--- config.mk ---
export PLATFORM = sky130hd
export DESIGN_NAME = exu_queue
export DESIGN_NICKNAME = d
export VERILOG_FILES = /design/src/hdl/exu_pkg.sv /design/src/hdl/exu_queue.sv
export SDC_FILE = /design/constraint.sdc
export NUM_CORES = 1
export LEC_CHECK = 0
export BUFFER_PORTS_ARGS = -buffer_cell sky130_fd_sc_hd__buf_2
export CORE_MARGIN = 4
export CORE_UTILIZATION = 40
export DETAILED_ROUTE_END_ITERATION = 8
export MAX_ROUTING_LAYER = met4
export PLACE_DENSITY = 0.71
export SYNTH_ARGS = -nofsm -noshare
export SYNTH_HDL_FRONTEND = slang
export SYNTH_SLANG_ARGS = --single-unit
--- constraint.sdc ---
create_clock -name clk -period 4.5 [get_ports clk]
set_clock_uncertainty 0.05 [all_clocks]
set_input_delay 0.225 -clock clk [delete_from_list [all_inputs] [get_ports clk]]
set_output_delay 0.225 -clock clk [all_outputs]
set_load 0.1 [all_outputs]
--- src/hdl/exu_pkg.sv ---
package exu_pkg;

    localparam logic [4:0] K_ADD     = 5'd0;
    localparam logic [4:0] K_SUB     = 5'd1;
    localparam logic [4:0] K_SLL     = 5'd2;
    localparam logic [4:0] K_SLT     = 5'd3;
    localparam logic [4:0] K_SLTU    = 5'd4;
    localparam logic [4:0] K_XOR     = 5'd5;
    localparam logic [4:0] K_SRL     = 5'd6;
    localparam logic [4:0] K_SRA     = 5'd7;
    localparam logic [4:0] K_OR      = 5'd8;
    localparam logic [4:0] K_AND     = 5'd9;
    localparam logic [4:0] K_MUL     = 5'd10;
    localparam logic [4:0] K_DIV     = 5'd11;
    localparam logic [4:0] K_DIVU    = 5'd12;
    localparam logic [4:0] K_REM     = 5'd13;
    localparam logic [4:0] K_REMU    = 5'd14;
    localparam logic [4:0] K_SH1ADD  = 5'd15;
    localparam logic [4:0] K_SH2ADD  = 5'd16;
    localparam logic [4:0] K_SH3ADD  = 5'd17;
    localparam logic [4:0] K_SH1ADDU = 5'd18;
    localparam logic [4:0] K_SH2ADDU = 5'd19;
    localparam logic [4:0] K_ADDUW   = 5'd20;
    localparam logic [4:0] K_ADDW    = 5'd21;
    localparam logic [4:0] K_SRLW    = 5'd22;
    localparam logic [4:0] K_SRAW    = 5'd23;
    localparam logic [4:0] K_ZEXTH   = 5'd24;
    localparam logic [4:0] K_SEXTB   = 5'd25;
    localparam logic [4:0] K_SEXTH   = 5'd26;
    localparam logic [4:0] K_BSET    = 5'd27;
    localparam logic [4:0] K_BEXT    = 5'd28;

    localparam logic [1:0] CLS_ALU = 2'd0;
    localparam logic [1:0] CLS_MUL = 2'd1;
    localparam logic [1:0] CLS_DIV = 2'd2;

    localparam int QUEUE_DEPTH = 4;
    localparam int QUEUE_AW    = 2;

    typedef struct packed {
        logic [4:0]  kind;
        logic [1:0]  cls;
        logic        bad;
        logic [63:0] a;
        logic [63:0] b;
    } exu_item_t;

endpackage

--- src/hdl/exu_queue.sv ---
module exu_queue (
    input  logic               clk,
    input  logic               rst_n,
    input  logic               push,
    input  exu_pkg::exu_item_t push_item,
    input  logic               pop,
    output logic               full,
    output logic               head_valid,
    output exu_pkg::exu_item_t head_item
);
    import exu_pkg::*;

    exu_item_t            mem_reg [QUEUE_DEPTH];
    logic [QUEUE_AW-1:0]  wr_ptr_reg;
    logic [QUEUE_AW-1:0]  wr_ptr_next;
    logic [QUEUE_AW-1:0]  rd_ptr_reg;
    logic [QUEUE_AW-1:0]  rd_ptr_next;
    logic [QUEUE_AW:0]    count_reg;
    logic [QUEUE_AW:0]    count_next;

    always_comb
    begin
        wr_ptr_next = push ? wr_ptr_reg + 1'b1 : wr_ptr_reg;
        rd_ptr_next = pop ? rd_ptr_reg + 1'b1 : rd_ptr_reg;
        count_next  = count_reg;
        if (push && !pop)
        begin
            count_next = count_reg + 1'b1;
        end
        else if (pop && !push)
        begin
            count_next = count_reg - 1'b1;
        end
    end

    always_ff @(posedge clk or negedge rst_n)
    begin
        if (!rst_n)
        begin
            wr_ptr_reg <= '0;
            rd_ptr_reg <= '0;
            count_reg  <= '0;
        end
        else
        begin
            wr_ptr_reg <= wr_ptr_next;
            rd_ptr_reg <= rd_ptr_next;
            count_reg  <= count_next;
        end
    end

    always_ff @(posedge clk)
    begin
        if (push)
        begin
            mem_reg[wr_ptr_reg] <= push_item;
        end
    end

    assign full       = (count_reg == (QUEUE_AW + 1)'(QUEUE_DEPTH));
    assign head_valid = (count_reg != '0);
    assign head_item  = mem_reg[rd_ptr_reg];

endmodule

==> impl_metrics.json, run 1 <==
{
  "tightest_slew_ns": 0.9004,
  "cts_num_sinks": 551,
  "drt_iter0_drc": 562,
  "reg2reg_from": "wr_ptr_reg[0]",
  "synthTopCellsByArea": "edfxtp_1, mux4_2, buf_12",
  "ys_ff_latch": 551,
  "largest_register_ffs": 544,
  "h-tree-depth": 2,
  "worstPathRequired_ns": 4.22,
  "gr-total-overflow": 0,
  "rows": 81,
  "fin_crit_sh": 0.6984,
  "dr.pass1.iters": 4,
  "dpl.hpwl_mm": 23.16,
  "tns_ns": 0,
  "nets": 1347,
  "dieWidth_microns": 232.4,
  "max_freq_mhz": 318.2,
  "hold_depth": 2,
  "synth_top_area_share": 0.8111,
  "numCtsBuffers": 54,
  "synthTopCellsByCount": "edfxtp_1, mux4_2, buf_2, buf_12, dfrtp_1",
  "drv_cap": 0,
  "design.die.area_sq_um": 54010,
  "cts_resized": 0,
  "root_buffer": "clkbuf_16",
  "path_class": "reg2out",
  "clk_latency_ns": 0.58,
  "port_buffers": 277,
  "synth.distinct_cells": 21,
  "setup_viol": 0,
  "cp-startpoint": "rd_ptr_reg[1]",
  "cts_tree": "done",
  "nFillCells": 3831,
  "initial_utilization": 0.4081,
  "io_pins": 278,
  "routedWlPerCell_microns": 20.79,
  "track_usage": 0.1513,
  "drc": 0,
  "reg2reg_setup_slack_ns": 2.24,
  "reg2reg_depth": 4,
  "slew_headroom": 0.3997,
  "synth_seq_area_share": 0.8198,
  "holdPathEnd": "mem_reg[2][34]",
  "clockBufferDepth": 3,
  "clkTransAtPathRegs_ns": 0.06,
  "core_area_sq_um": 49360,
  "postRouteAntennaNets": 0,
  "wl_mm": 39.58,
  "hold_viol_final": 0,
  "grt_pass1_vias": 10570,
  "grt_max_degree": 77,
  "status": "finished, final reports clean",
  "holdCritPathClass": "in2reg",
  "syn_inst": 745,
  "routed_via_density": 4.909,
  "place_congestion": 0.6988,
  "min-delay-start": "push_item[34]",
  "grt_pass1_wl_mm": 60.94,
  "syn-num-nets": 891,
  "post-route-min-period_ns": 3.143,
  "rsz0062_at_grt": "no",
  "area_growth_pct": 25.39,
  "yosysMostFrequentCell": "edfxtp_1",
  "critPathArrivalTime_ns": 2.87,
  "slew_viol_final": 0,
  "critPathLaunchType": "flop",
  "critPathCaptureType": "output pin",
  "yosysTopAreaCell": "edfxtp_1",
  "synth_edf_count": 544,
  "dieHeight_microns": 232.4,
  "ys_warn_count": 0,
  "crit_fanout": 56,
  "ys.flop_type": "edfxtp_1",
  "syn_area_per_cell_sq_um": 27.03,
  "dr_total_vias": 9346,
  "drive_above_1_share": 0.4058,
  "async_flop_share": 0.01270,
  "antenna_found_initial": 3,
  "syn_area_sq_um": 20140,
  "r2r-end": "mem_reg[2][72]"
}
## cells by family after synthesis
group | count (synthesis) | share of synthesized area
compound gates | 1 | 0.0002483
xor+xnor | 6 | 0.002609
fa+ha+maj | 6 | 0.004100
buf+inv | 35 | 0.01814
flops | 551 | 0.8198
mux | 137 | 0.1526
simple gates | 9 | 0.002485
## placed cells by master, fill, tap and decap left out, drive strengths merged
cell	synthesis	routed
clkbuf	1	73
ha	5	5
dlygate4sd3	0	140
nand2	2	2
xnor2	2	2
nor3b	1	1
mux2	1	1
and2	4	4
o21ai	1	1
diode	0	3
fa	1	1
inv	4	5
mux4	136	136
buf	30	291
bufinv	0	3
nor2	1	1
or3	1	1
clkinvlp	0	2
clkinv	0	13
edfxtp	544	544
dfrtp	7	7
xor2	4	4
## cell type report
type | instances | area (sq um) | share of cell area
Sequential cell | 551 | 16520 | 0.6541
Multi-Input combinational cell | 159 | 3274 | 0.1297
Timing Repair Buffer | 431 | 2993 | 0.1185
Clock buffer | 73 | 1444 | 0.05717
Tap cell | 664 | 830.8 | 0.03290
Clock inverter | 19 | 171.4 | 0.006788
Inverter | 4 | 15.01 | 0.0005945
Antenna cell | 3 | 7.507 | 0.0002973
## per-layer routing
| metal | vias to the layer above | part of all wire | track usage |
|---|---|---|---|
| li1 | 4126 | - | - |
| met1 | 4888 | 0.40 | 0.1869 |
| met2 | 270 | 0.51 | 0.2514 |
| met3 | 62 | 0.067 | 0.03795 |
| met4 | 0 | 0.021 | 0.04185 |
| met5 | - | 0 | - |
## per-stage QoR
step,setup WS (ns),cell area [sq um],utilization,hold WS (ns),cells
2_1_floorplan,0.2064,20140,-,-0.1206,745
3_3_place_gp,1.909,22230,0.4504,0.02209,1669
3_5_place_dp,1.897,22230,0.4504,0.02527,1669
4_1_cts,1.246,25250,0.5115,0.2912,1901
5_1_grt,1.182,25250,0.5117,0.3134,1904
6_report,1.357,25250,0.5117,0.3360,1904
## worst max-delay path, stage by stage (launching register included)
cell     delay (ns)
dfrtp_4        0.99
buf_4          0.51
mux4_2         0.32
buf_2          0.44
## repair_timing
item	4_1_cts	5_1_grt
endpoints found under the setup margin	0	0
hold buffers	140	0
hold endpoints to repair	555	0
setup buffers	0	0
## how the worst max path moves through the flow
stage                          to  slack (ns)  depth (start not counted)
floorplan           mem_reg[2][0]        0.21                          3
global placement    head_item[65]        1.91                          3
detailed placement   head_item[7]        1.90                          3
CTS                  head_item[7]        1.25                          3
global route        head_item[23]        1.18                          3
finish              head_item[65]        1.36                          3
Power of run 1 is left out: the tool's default activity adds up to more than one toggle a clock period on the data nets, which glitch-free logic cannot reach.
==> inputs of run 2 (changes only) <==
ABC_AREA = 1   (was not set)
clock period = 2.8 ns   (was 4.5 ns; I/O delays follow)
==> run 2 against run 1 <==
Compared with the run above:
- utilization is 1.4 points higher
- critical path type unchanged
- synthesized cell count is 120% higher
- design area is 14% higher
- via count is 47% higher
- worst setup slack worse by 1.1 ns
- cell count is 50% higher
- sequential share of layout area is 8.2 points lower
- non-clock buffer count is 32 higher
- largest cell class unchanged
- highest routed layer unchanged
==> impl_metrics.json, run 2 <==
{
  "area_growth_pct": 30.07,
  "synth.distinct_cells": 20,
  "multi_input_area_sq_um": 3794,
  "holdPathEnd": "mem_reg[3][40]",
  "routed_via_density": 4.798,
  "syn-num-nets": 1782,
  "dpl.hpwl_mm": 29.48,
  "routedWlPerCell_microns": 17.43,
  "r2r-end": "mem_reg[2][73]",
  "dieWidth_microns": 243.6,
  "hold_depth": 2,
  "synthTopCellsByCount": "edfxtp_1, nand2_1, inv_1, o211ai_1, buf_6",
  "max_freq_mhz": 387.7,
  "critPathLaunchType": "flop",
  "final_common_cell": "edfxtp_1",
  "syn_area_sq_um": 22210,
  "largest_register_ffs": 544,
  "regArea_sq_um": 16520,
  "drive_above_1_share": 0.1959,
  "layout_common_cells": "edfxtp_1, nand2_1, inv_1",
  "critPathArrivalTime_ns": 2.39,
  "h-tree-depth": 2,
  "root_buffer": "clkbuf_16",
  "nFillCells": 4367,
  "nets": 2210,
  "port_buffers": 277,
  "critPathCaptureType": "output pin",
  "async_flop_share": 0.01270,
  "design.die.area_sq_um": 59350,
  "dieHeight_microns": 243.6,
  "place_congestion": 0.7938,
  "path_class": "reg2out",
  "dr_total_vias": 13730,
  "slew_headroom": 0.6405,
  "drt_iter0_drc": 848,
  "drc": 0,
  "status": "finished, final reports clean",
  "io_pins": 278,
  "reg2reg_depth": 6,
  "clkTransAtPathRegs_ns": 0.06,
  "reg2reg_setup_slack_ns": 0.84,
  "min-delay-start": "push_item[40]",
  "place_area_sq_um": 25730,
  "synthTopCellsByArea": "edfxtp_1, o211ai_1, nand2_1",
  "fin_area_sq_um": 28880,
  "antenna_found_initial": 5,
  "slew_viol_final": 0,
  "grt_pass1_vias": 14020,
  "clk_latency_ns": 0.59,
  "hold_viol_final": 0,
  "numCtsBuffers": 55,
  "cts_num_sinks": 551,
  "grt_max_degree": 76,
  "fin_util": 0.5253,
  "drv_cap": 0,
  "grt_pass1_wl_mm": 77.82,
  "syn_inst": 1636,
  "initial_utilization": 0.4039,
  "ys_ff_latch": 551,
  "clockBufferDepth": 3,
  "tns_ns": 0,
  "post-route-min-period_ns": 2.580,
  "ys_warn_count": 0,
  "syn_area_per_cell_sq_um": 13.57,
  "fin_crit_sh": 0.9213,
  "gr-total-overflow": 0,
  "yosysMostFrequentCell": "edfxtp_1",
  "synth_top_area_share": 0.7356,
  "tightest_slew_ns": 0.5392,
  "dr.pass1.iters": 5,
  "cts_tree": "done",
  "setup_viol": 0,
  "ys.flop_type": "edfxtp_1",
  "track_usage": 0.1701,
  "postRouteAntennaNets": 0,
  "synth_seq_area_share": 0.7435,
  "reg2reg_from": "wr_ptr_reg[0]",
  "synth_edf_count": 544,
  "rows": 86,
  "worstPathRequired_ns": 2.61,
  "yosysTopAreaCell": "edfxtp_1",
  "rsz0062_at_grt": "no",
  "holdCritPathClass": "in2reg",
  "crit_fanout": 44,
  "wl_mm": 49.88,
  "core_area_sq_um": 54990
}
run 2: cell count changes in the layout (fill, tap and decap cells not counted), moves of 9 or more:
cell / before / now
buf_12: 8 / 115
buf_2: 277 / 184
buf_4: 6 / 23
clkinv_1: 6 / 15
inv_1: 4 / 278
mux4_2: 136 / 0
nand2_1: 2 / 418
o211ai_1: 0 / 271
run 2: logic make-up (layout without fill, tap and decap cells):
logic type | Yosys count | count (layout) | share of synthesized area
AO/OA/AOI/OAI | 273 | 273 | 0.09240
XOR/XNOR | 4 | 4 | 0.001578
buffers and inverters | 376 | 848 | 0.08654
adder cells (fa/ha/maj) | 6 | 6 | 0.003719
other | 0 | 5 | 0
AND/OR/NAND/NOR | 426 | 426 | 0.07223
flip-flops | 551 | 551 | 0.7435
run 2: worst max-delay path by stage:
stage | startpoint | endpoint | cells after the start | slack [ns]
2_1_floorplan | wr_ptr_reg[0] | mem_reg[0][0] | 4 | -0.33
3_3_place_gp | rd_ptr_reg[0] | head_item[37] | 4 | 0.70
3_5_place_dp | rd_ptr_reg[0] | head_item[5] | 4 | 0.69
4_1_cts | rd_ptr_reg[0] | head_item[118] | 5 | 0.04
5_1_grt | rd_ptr_reg[0] | head_item[116] | 5 | 0.03
6_report | rd_ptr_reg[0] | head_item[116] | 5 | 0.22
run 2: what timing repair did:
item	in CTS	in global routing
setup buffers	0	1
hold buffers	140	0
resized for setup	0	0
endpoints found under the hold margin	556	0
setup endpoints to repair	0	35
run 2: final cells by class:
cell class,instances,share of cell area
Sequential cell,551,0.5719
Timing Repair Buffer,463,0.1670
Multi-Input combinational cell,709,0.1313
Clock buffer,69,0.05021
Inverter,284,0.03752
Tap cell,748,0.03240
Clock inverter,32,0.009227
Antenna cell,5,0.0004332
run 2: stage by stage:
stage	hold slack (ns)	worst slack, ns	instances
after floorplan	-0.2056	-0.3328	1636
after global placement	-0.05937	0.7047	2614
after detailed placement	-0.04896	0.6949	2614
after CTS	0.2025	0.04264	2855
after global routing	0.2260	0.02764	2861
final	0.2521	0.2205	2861
run 2: worst max-delay path, cell delays in order (launching register included):
cell	delay [ns]
dfrtp_4	0.75
buf_4	0.47
nand2_1	0.15
o211ai_1	0.11
nand2_1	0.13
buf_12	0.19
run 2: layer usage:
| metal | GRT usage | up-vias | share of wire |
|---|---|---|---|
| met3 | 0.03478 | 69 | 0.059 |
| met5 | - | - | 0 |
| met4 | 0.04321 | 0 | 0.020 |
| met2 | 0.2934 | 408 | 0.51 |
| li1 | - | 6576 | - |
| met1 | 0.2067 | 6673 | 0.41 |
Power of run 2 is left out for the same reason.
